<file path="src/sv/smsm_pkg.sv">
`timescale 1ns / 1ps
// shared types and constants for the segment mean block
// no dependencies

package smsm_pkg;

    localparam int MaxSegment  = 4096;
    localparam int MaxSegments = 64;

    localparam int SampleW = 32;
    localparam int SumW    = 44;
    localparam int LenW    = 13;
    localparam int CntW    = 7;
    localparam int IdxW    = 6;
    localparam int CfgIdxW = 8;
    localparam int CfgDatW = 16;
    localparam int OutDatW = 56;

    localparam int QueueDepth = 4;
    localparam int QPtrW      = 2;
    localparam int QCntW      = 3;

    localparam int DivStepW = 6;

    localparam logic [LenW-1:0] ResetLength = LenW'(730);
    localparam logic [CntW-1:0] ResetCount  = CntW'(12);

    localparam logic [LenW-1:0] LenMax = LenW'(MaxSegment);
    localparam logic [CntW-1:0] CntMax = CntW'(MaxSegments);

    // -777.0 and -999.0 with 8 fraction bits
    localparam logic signed [SampleW-1:0] MissingA = -32'sd198912;
    localparam logic signed [SampleW-1:0] MissingB = -32'sd255744;

    localparam logic [CfgIdxW-1:0] RegSegmentLength = CfgIdxW'(0);
    localparam logic [CfgIdxW-1:0] RegSegmentCount  = CfgIdxW'(1);

    typedef struct packed {
        logic signed [SumW-1:0] sum;
        logic [LenW-1:0]        tally;
        logic [IdxW-1:0]        index;
        logic                   done;
    } seg_entry_t;

    typedef enum logic [1:0] {
        BK_IDLE,
        BK_DIV,
        BK_HOLD
    } back_state_t;

endpackage

</file>
<file path="src/sv/smsm_front.sv">
`timescale 1ns / 1ps
// front end: config registers, sentinel check, per-segment accumulation
// depends on smsm_pkg

module smsm_front
    import smsm_pkg::*;
(
    input  logic                      clk,
    input  logic                      rst_n,
    input  logic                      cfg_valid,
    output logic                      cfg_ready,
    input  logic [CfgIdxW-1:0]        cfg_index,
    input  logic [CfgDatW-1:0]        cfg_data,
    input  logic                      s_tvalid,
    output logic                      s_tready,
    input  logic signed [SampleW-1:0] sample,
    input  logic                      column_start,
    input  logic                      q_full,
    output logic                      q_push,
    output seg_entry_t                q_entry
);

    logic [LenW-1:0]        len_reg;
    logic [CntW-1:0]        cnt_reg;
    logic signed [SumW-1:0] sum_reg;
    logic [LenW-1:0]        tally_reg;
    logic [LenW-1:0]        pos_reg;
    logic [IdxW-1:0]        seg_reg;

    logic signed [SumW-1:0] sum_base, sum_next;
    logic [LenW-1:0]        tally_base, tally_next;
    logic [LenW-1:0]        pos_base, pos_next;
    logic [IdxW-1:0]        seg_base, seg_next;
    logic                   missing, seg_end, seg_done, accept;
    logic [LenW-1:0]        len_wr;
    logic [CntW-1:0]        cnt_wr;

    assign cfg_ready = 1'b1;
    assign s_tready  = !q_full;
    assign accept    = s_tvalid && s_tready;

    always_comb
    begin
        len_wr = cfg_data[LenW-1:0];
        if (len_wr == '0)
        begin
            len_wr = LenW'(1);
        end
        else if (len_wr > LenMax)
        begin
            len_wr = LenMax;
        end
        cnt_wr = cfg_data[CntW-1:0];
        if (cnt_wr == '0)
        begin
            cnt_wr = CntW'(1);
        end
        else if (cnt_wr > CntMax)
        begin
            cnt_wr = CntMax;
        end
    end

    always_comb
    begin
        sum_base   = column_start ? '0 : sum_reg;
        tally_base = column_start ? '0 : tally_reg;
        pos_base   = column_start ? '0 : pos_reg;
        seg_base   = column_start ? '0 : seg_reg;
        missing    = (sample == MissingA) || (sample == MissingB);
        sum_next   = missing ? sum_base : sum_base + SumW'(sample);
        tally_next = missing ? tally_base : tally_base + LenW'(1);
        pos_next   = pos_base + LenW'(1);
        seg_end    = pos_next >= len_reg;
        seg_done   = ({1'b0, seg_base} + CntW'(1)) >= cnt_reg;
        seg_next   = seg_done ? '0 : seg_base + IdxW'(1);
    end

    assign q_push        = accept && seg_end;
    assign q_entry.sum   = sum_next;
    assign q_entry.tally = tally_next;
    assign q_entry.index = seg_base;
    assign q_entry.done  = seg_done;

    always_ff @(posedge clk or negedge rst_n)
    begin
        if (!rst_n)
        begin
            len_reg <= ResetLength;
            cnt_reg <= ResetCount;
        end
        else if (cfg_valid && cfg_ready)
        begin
            unique case (cfg_index)
                RegSegmentLength: len_reg <= len_wr;
                RegSegmentCount:  cnt_reg <= cnt_wr;
                default: ;
            endcase
        end
    end

    always_ff @(posedge clk or negedge rst_n)
    begin
        if (!rst_n)
        begin
            sum_reg   <= '0;
            tally_reg <= '0;
            pos_reg   <= '0;
            seg_reg   <= '0;
        end
        else if (accept)
        begin
            if (seg_end)
            begin
                sum_reg   <= '0;
                tally_reg <= '0;
                pos_reg   <= '0;
                seg_reg   <= seg_next;
            end
            else
            begin
                sum_reg   <= sum_next;
                tally_reg <= tally_next;
                pos_reg   <= pos_next;
                seg_reg   <= seg_base;
            end
        end
    end

endmodule

</file>
<file path="src/sv/smsm_queue.sv">
`timescale 1ns / 1ps
// short queue of finished segment totals between front and back
// depends on smsm_pkg

module smsm_queue
    import smsm_pkg::*;
(
    input  logic       clk,
    input  logic       rst_n,
    input  logic       push,
    input  seg_entry_t push_entry,
    input  logic       pop,
    output seg_entry_t pop_entry,
    output logic       full,
    output logic       empty
);

    seg_entry_t       mem_reg [QueueDepth];
    logic [QPtrW-1:0] wr_ptr_reg, rd_ptr_reg;
    logic [QCntW-1:0] count_reg;
    logic             do_push, do_pop;

    assign full      = count_reg == QCntW'(QueueDepth);
    assign empty     = count_reg == '0;
    assign do_push   = push && !full;
    assign do_pop    = pop && !empty;
    assign pop_entry = mem_reg[rd_ptr_reg];

    always_ff @(posedge clk)
    begin
        if (do_push)
        begin
            mem_reg[wr_ptr_reg] <= push_entry;
        end
    end

    always_ff @(posedge clk or negedge rst_n)
    begin
        if (!rst_n)
        begin
            wr_ptr_reg <= '0;
            rd_ptr_reg <= '0;
            count_reg  <= '0;
        end
        else
        begin
            if (do_push)
            begin
                wr_ptr_reg <= wr_ptr_reg + QPtrW'(1);
            end
            if (do_pop)
            begin
                rd_ptr_reg <= rd_ptr_reg + QPtrW'(1);
            end
            if (do_push && !do_pop)
            begin
                count_reg <= count_reg + QCntW'(1);
            end
            else if (do_pop && !do_push)
            begin
                count_reg <= count_reg - QCntW'(1);
            end
        end
    end

endmodule

</file>
<file path="src/sv/smsm_back.sv">
`timescale 1ns / 1ps
// back end: bit-serial signed divide of segment sum by valid count, output register
// depends on smsm_pkg

module smsm_back
    import smsm_pkg::*;
(
    input  logic              clk,
    input  logic              rst_n,
    input  logic              q_empty,
    input  seg_entry_t        q_entry,
    output logic              q_pop,
    output logic              m_tvalid,
    input  logic              m_tready,
    output logic [OutDatW-1:0] m_tdata,
    output logic              m_tlast
);

    back_state_t state_reg, state_next;

    logic [SumW-1:0]     mag_reg;
    logic [LenW-1:0]     rem_reg;
    logic [LenW-1:0]     div_reg;
    logic                neg_reg;
    logic [DivStepW-1:0] step_reg;
    logic [IdxW-1:0]     idx_reg;
    logic                done_reg;

    logic                out_valid_reg;
    logic [SampleW-1:0]  out_avg_reg;
    logic [IdxW-1:0]     out_idx_reg;
    logic [LenW-1:0]     out_cnt_reg;
    logic                out_done_reg;

    logic                load, step, emit, out_free, last_step;
    logic [LenW:0]       rem_shift;
    logic                ge;
    logic [LenW-1:0]     rem_next;
    logic [SampleW-1:0]  quot, avg;
    logic [SumW-1:0]     mag_in;

    assign out_free  = !out_valid_reg || m_tready;
    assign last_step = step_reg == DivStepW'(SumW - 1);

    always_comb
    begin
        state_next = state_reg;
        unique case (state_reg)
            BK_IDLE: if (!q_empty) state_next = BK_DIV;
            BK_DIV:  if (last_step) state_next = BK_HOLD;
            BK_HOLD: if (out_free) state_next = BK_IDLE;
            default: state_next = BK_IDLE;
        endcase
    end

    always_comb
    begin
        load = 1'b0;
        step = 1'b0;
        emit = 1'b0;
        unique case (state_reg)
            BK_IDLE: load = !q_empty;
            BK_DIV:  step = 1'b1;
            BK_HOLD: emit = out_free;
            default: ;
        endcase
    end

    assign q_pop = load;

    always_comb
    begin
        rem_shift = {rem_reg, mag_reg[SumW-1]};
        ge        = rem_shift >= {1'b0, div_reg};
        rem_next  = ge ? LenW'(rem_shift - {1'b0, div_reg}) : rem_shift[LenW-1:0];
        mag_in    = q_entry.sum[SumW-1] ? SumW'(-q_entry.sum) : SumW'(q_entry.sum);
        quot      = mag_reg[SampleW-1:0];
        if (div_reg == '0)
        begin
            avg = '0;
        end
        else
        begin
            avg = neg_reg ? SampleW'(-quot) : quot;
        end
    end

    always_ff @(posedge clk or negedge rst_n)
    begin
        if (!rst_n)
        begin
            state_reg <= BK_IDLE;
        end
        else
        begin
            state_reg <= state_next;
        end
    end

    always_ff @(posedge clk or negedge rst_n)
    begin
        if (!rst_n)
        begin
            step_reg <= '0;
        end
        else if (load)
        begin
            step_reg <= '0;
        end
        else if (step)
        begin
            step_reg <= step_reg + DivStepW'(1);
        end
    end

    always_ff @(posedge clk)
    begin
        if (load)
        begin
            mag_reg  <= mag_in;
            rem_reg  <= '0;
            div_reg  <= q_entry.tally;
            neg_reg  <= q_entry.sum[SumW-1];
            idx_reg  <= q_entry.index;
            done_reg <= q_entry.done;
        end
        else if (step)
        begin
            mag_reg <= {mag_reg[SumW-2:0], ge};
            rem_reg <= rem_next;
        end
    end

    always_ff @(posedge clk or negedge rst_n)
    begin
        if (!rst_n)
        begin
            out_valid_reg <= 1'b0;
        end
        else if (emit)
        begin
            out_valid_reg <= 1'b1;
        end
        else if (m_tready)
        begin
            out_valid_reg <= 1'b0;
        end
    end

    always_ff @(posedge clk)
    begin
        if (emit)
        begin
            out_avg_reg  <= avg;
            out_idx_reg  <= idx_reg;
            out_cnt_reg  <= div_reg;
            out_done_reg <= done_reg;
        end
    end

    assign m_tvalid = out_valid_reg;
    assign m_tlast  = out_done_reg;
    assign m_tdata  = {{(OutDatW - SampleW - IdxW - LenW){1'b0}},
                       out_cnt_reg, out_idx_reg, out_avg_reg};

endmodule

</file>
<file path="src/sv/segment_mean_skip_missing.sv">
`timescale 1ns / 1ps
// segment_mean_skip_missing: mean of non-sentinel samples over fixed-length segments
// top level; depends on smsm_pkg, smsm_front, smsm_queue, smsm_back
//
// usage
//   s_* stream: one sample word a cycle while s_tready is high, s_tdata = sample, s_tuser = column_start
//   m_* stream: one word at each segment end; m_tdata = average, segment_index,
//   valid_count from bit 0 up; m_tlast = column_done
//   cfg_*: register writes (0 segment_length, 1 segment_count), always ready;
//   write only while the block is idle
// timing
//   samples are summed at one per cycle while s_tready is high; each finished
//   segment goes to a four-entry queue and is divided by a one-bit-per-cycle
//   unit (44 steps); m_tvalid rises once the segment's total has passed the
//   queue, the divider and the output register
//   short segments are limited by the divider, which takes one segment at a time
// reset clears all counters and restores segment_length 730, segment_count 12
// a stalled m_tready holds the output word; the queue fills, then s_tready drops

module segment_mean_skip_missing
    import smsm_pkg::*;
(
    input  logic                      clk,
    input  logic                      rst_n,
    input  logic                      cfg_valid,
    output logic                      cfg_ready,
    input  logic [CfgIdxW-1:0]        cfg_index,
    input  logic [CfgDatW-1:0]        cfg_data,
    input  logic                      s_tvalid,
    output logic                      s_tready,
    input  logic [SampleW-1:0]        s_tdata,   // sample
    input  logic                      s_tuser,   // column_start
    output logic                      m_tvalid,
    input  logic                      m_tready,
    output logic [OutDatW-1:0]        m_tdata,   // average, segment_index, valid_count
    output logic                      m_tlast
);

    seg_entry_t push_entry, pop_entry;
    logic       q_push, q_pop, q_full, q_empty;

    smsm_front u_front (
        .clk          (clk),
        .rst_n        (rst_n),
        .cfg_valid    (cfg_valid),
        .cfg_ready    (cfg_ready),
        .cfg_index    (cfg_index),
        .cfg_data     (cfg_data),
        .s_tvalid     (s_tvalid),
        .s_tready     (s_tready),
        .sample       (s_tdata),
        .column_start (s_tuser),
        .q_full       (q_full),
        .q_push       (q_push),
        .q_entry      (push_entry)
    );

    smsm_queue u_queue (
        .clk        (clk),
        .rst_n      (rst_n),
        .push       (q_push),
        .push_entry (push_entry),
        .pop        (q_pop),
        .pop_entry  (pop_entry),
        .full       (q_full),
        .empty      (q_empty)
    );

    smsm_back u_back (
        .clk      (clk),
        .rst_n    (rst_n),
        .q_empty  (q_empty),
        .q_entry  (pop_entry),
        .q_pop    (q_pop),
        .m_tvalid (m_tvalid),
        .m_tready (m_tready),
        .m_tdata  (m_tdata),
        .m_tlast  (m_tlast)
    );

endmodule
</file>
<file path="config.mk">
export PLATFORM = sky130hd
export DESIGN_NAME = segment_mean_skip_missing
export DESIGN_NICKNAME = d
export VERILOG_FILES = /design/src/sv/smsm_pkg.sv /design/src/sv/smsm_front.sv /design/src/sv/smsm_queue.sv /design/src/sv/smsm_back.sv /design/src/sv/segment_mean_skip_missing.sv
export SDC_FILE = /design/constraint.sdc
export NUM_CORES = 1
export LEC_CHECK = 0
export BUFFER_PORTS_ARGS = -buffer_cell sky130_fd_sc_hd__buf_2
export CAP_MARGIN = 0
export CORE_MARGIN = 4
export CORE_UTILIZATION = 35
export DETAILED_ROUTE_END_ITERATION = 16
export GPL_TIMING_DRIVEN = 0
export PLACE_DENSITY = 0.5
export SETUP_SLACK_MARGIN = 0.4
export SLEW_MARGIN = 20
export SYNTH_ARGS = -nofsm -noshare
export SYNTH_HDL_FRONTEND = slang
export SYNTH_SLANG_ARGS = --single-unit
</file>
<file path="constraint.sdc">
create_clock -name clk -period 6.2 [get_ports clk]
set_input_delay 1.24 -clock clk [delete_from_list [all_inputs] [get_ports clk]]
set_output_delay 1.24 -clock clk [all_outputs]
set_load 0.005 [all_outputs]
</file>
==> results.md <==
* CP peak stage delay at 410 ps
* Pre-antenna DRT Iters at 5
* Syn Inst Count at 2063
* Die width at 275 um
* Post-DRT Antenna Nets at 0
* Synth area leader: edfxtp_1
* Fin crit share at 91.9%
* Leakage power at 0.0110 uW
* Initial antenna violation count at 2
* CTS Sinks at 498
* Top-area cell type share of the netlist area at 44.9%
* Fin. max-slew vios at 0
* Vias per cell at 5.22
* Area contributors post-synth: edfxtp_1 45%, dfrtp_1 10%, mux4_2 5.7%, ha_1 4.4%, nand2_1 3.3%
* Port bufs at 111
* Clk pin slew, worst setup/hold paths at 60 ps
* Die span in y at 275 um
* Area delta synth->final at 16.1%
* Cts hold-fix bufs at 0
* Worst Reg2Reg Path Length in Cells at 13
* Routed wl met3 at 3440 um
* CTS root buffer: clkbuf_16
* Critical path arrival at 6180 ps
* Vias in the first global route at 16878
* Clock buffer depth at 3
* Max frequency at 176 MHz
* Crit path capture type: register
* Total negative slack at 0 ps
* DRT met1 WL at 29800 um
* Fin Hold WS at 417 ps
* Main synth FF type: edfxtp_1
* Share of layout cells above drive strength 1 at 15.7%
* Worst slew pin tran at 1260 ps
* Worst ir drop on vdd at 239 uV
* Synth cell types at 79
* Nets at 2409
* Grt ovf at 0
* Reg-to-reg endpoint: u_front.sum_reg[36]
* H-tree depth at 2
* WL met2 at 32600 um
* Pre-CTS setup slack at -2590 ps
* Fin crit period at 5700 ps
* R2r startpoint: u_front.sum_reg[0]
* Critical Path RT at 6680 ps
* Synth async-reset ratio at 22.5%
* Initial DRC count at 1344
* Reg2reg setup slack at 1590 ps
* EDFF count, synth at 373
* Routed via count at 16941
* DPL Wire Length at 47300 um
* CP most frequent cell: ha_1
* Mapped cell area at 25000 sq um
* WP buf/inv at 7
* CP Max Fanout at 10
* Largest net degree at the start of global routing at 61
* Worst Hold Path EP: u_back.out_idx_reg[3]
* Site row count at 97
* Hold Path Stages at 0
* HP Start: u_back.idx_reg[3]
* Worst Setup Start Kind: input port
* Crit path cell chain: clkbuf_4 -> clkbuf_8 -> buf_4 -> clkbuf_4 -> buf_4 -> nor2b_1 -> ha_1 -> and3_1 -> and3_1 -> and4b_1 -> xnor2_1 -> nor2_1 -> ha_1 -> a2111oi_1 -> o21ai_0 -> o211ai_1 -> o21ai_2 -> and2_0 -> clkbuf_2 -> ha_1 -> inv_1 -> fa_1 -> mux2_2
* Hold WC Path Type: register to register
* CTS tree: done
* Relative slew margins at 15.5%
* Setup Skew at 24.9 ps
* Synthesized area per cell at 12.1 sq um
* Max Used Layer: met4
* Final Instance Count excl. Fillers at 3245
* Post-Route WL at 68100 um
* Critical path class: input port to register
* DIE AREA at 75600 sq um
* Residual DRC at 0
* Crit path max-delay family: buffers and inverters
* Initial core utilization at 35.4%
* Clock latency at the later pin of the worst-skew pair at 610 ps
* Final Hold Viols at 0
* Final Util at 41.2%
* WL per Instance at 21.0 um
* Max reg flops at 256
* Max cap viols at 0
* Synth Warn # at 0
* GRT Total Usage at 17.9%
* Setup Viol. Count Final at 0
* First-pass GRT wire length at 103000 um
* Slowest CP cell: fa_1
* Gpl congestion at 0.893
* Seq cells post-synth at 498
* Unrepaired setup endpoints after global routing: no
* Worst setup margin at 504 ps
* Seq/Total Area, Yosys at 57.2%
* CTS buffer count at 54
* Core Area at 70400 sq um
* I/O pin count at 122
* PD cells at 441 nW/um^2
* Outcome: completed
* Cell count after placement at 3123
[synth_stat cells, drive strengths merged, types with 19 or more instances]
cell / n
nand2b: 28
nand2: 220
nand3: 41
xor2: 64
xnor2: 91
ha: 87
inv: 61
buf: 27
nor2: 147
a22o: 35
mux2: 20
o21ai: 164
o41ai: 19
a21o: 35
nor2b: 73
a21oi: 98
clkbuf: 74
dfrtp: 104
and3: 20
mux4: 63
edfxtp: 373
nor3: 21
[final cells by class]
type | instances | area (sq um)
clock inverters | 31 | 344
diodes | 2 | 5.00
fillers | 6724 | 41400
flip-flops and latches | 498 | 14300
plain buffers | 101 | 485
inverters | 62 | 234
clock buffers | 71 | 1470
repair buffers | 122 | 785
multi-input cells | 1418 | 10200
well taps | 940 | 1180
[power breakdown]
group	internal [uW]	switching, uW
clock network	1920	1360
registers	4700	387
logic	1680	2730
total	8300	4480
[worst reg2reg max path, cell delays in order (launching register included)]
cell and delay (ps):
dfrtp_1 370, nor2b_1 160, ha_1 220, fa_1 420
a21o_1 200, a221oi_1 510, o21ai_0 400, a211oi_1 420
o21ai_1 280, a41oi_1 410, o21ai_0 150, xnor2_1 170
a21oi_1 610, a22o_1 230
[cells in the final DEF, fill, tap and decap left out, drive strengths merged, types with 35 or more instances in the layout]
cell,count
edfxtp,373
nand2,220
o21ai,164
buf,150
nor2,147
clkbuf,144
dfrtp,104
a21oi,98
xnor2,91
ha,87
nor2b,73
xor2,64
inv,64
mux4,63
nand3,41
a21o,35
a22o,35
[through the flow]
| stage | total power, uW | cell area [sq um] |
|---|---|---|
| 5_1_grt | 13500 | 29000 |
| 6_report | 12800 | 29000 |
| 2_1_floorplan | 8030 | 25000 |
| 3_5_place_dp | 9400 | 26800 |
| 4_1_cts | 12900 | 28900 |
| 3_3_place_gp | 9280 | 26700 |
[how the worst max path moves through the flow]
| stage | from | end | slack, ps | cells after the start |
|---|---|---|---|---|
| 3_3_place_gp | s_tuser | u_queue.mem_reg[0][23] | -2650 | 20 |
| 4_1_cts | s_tuser | u_queue.count_reg[1] | 410 | 22 |
| 6_report | s_tuser | u_queue.count_reg[1] | 500 | 23 |
| 2_1_floorplan | s_tuser | u_queue.mem_reg[0][0] | 410 | 19 |
| 3_5_place_dp | s_tuser | u_queue.mem_reg[0][23] | -2590 | 19 |
| 5_1_grt | s_tuser | u_queue.count_reg[1] | 420 | 23 |
[kinds of logic after synthesis]
| family | after synthesis | synth area share, % |
|---|---|---|
| flip-flops | 498 | 57.2 |
| AND/OR/NAND/NOR | 634 | 12.2 |
| XOR/XNOR | 155 | 5.44 |
| multiplexers | 94 | 7.03 |
| buffers and inverters | 163 | 2.70 |
| adder cells (fa/ha/maj) | 92 | 4.68 |
| other | 2 | 0.0301 |
| AO/OA/AOI/OAI | 425 | 10.7 |
[what timing repair did]
| item | CTS | global route |
|---|---|---|
| endpoints found under the setup margin | 393 | 174 |
| pin swaps | 11 | 0 |
| gates resized for setup | 26 | 9 |
| setup buffers | 6 | 0 |
| cloned | 12 | 0 |
[layer usage]
layer	global-route usage, %	vias up
li1	-	8042
met1	24.0	8366
met2	29.8	405
met3	2.69	128
met4	6.17	0
met5	0	-
(Power assumes the default switching activity.)
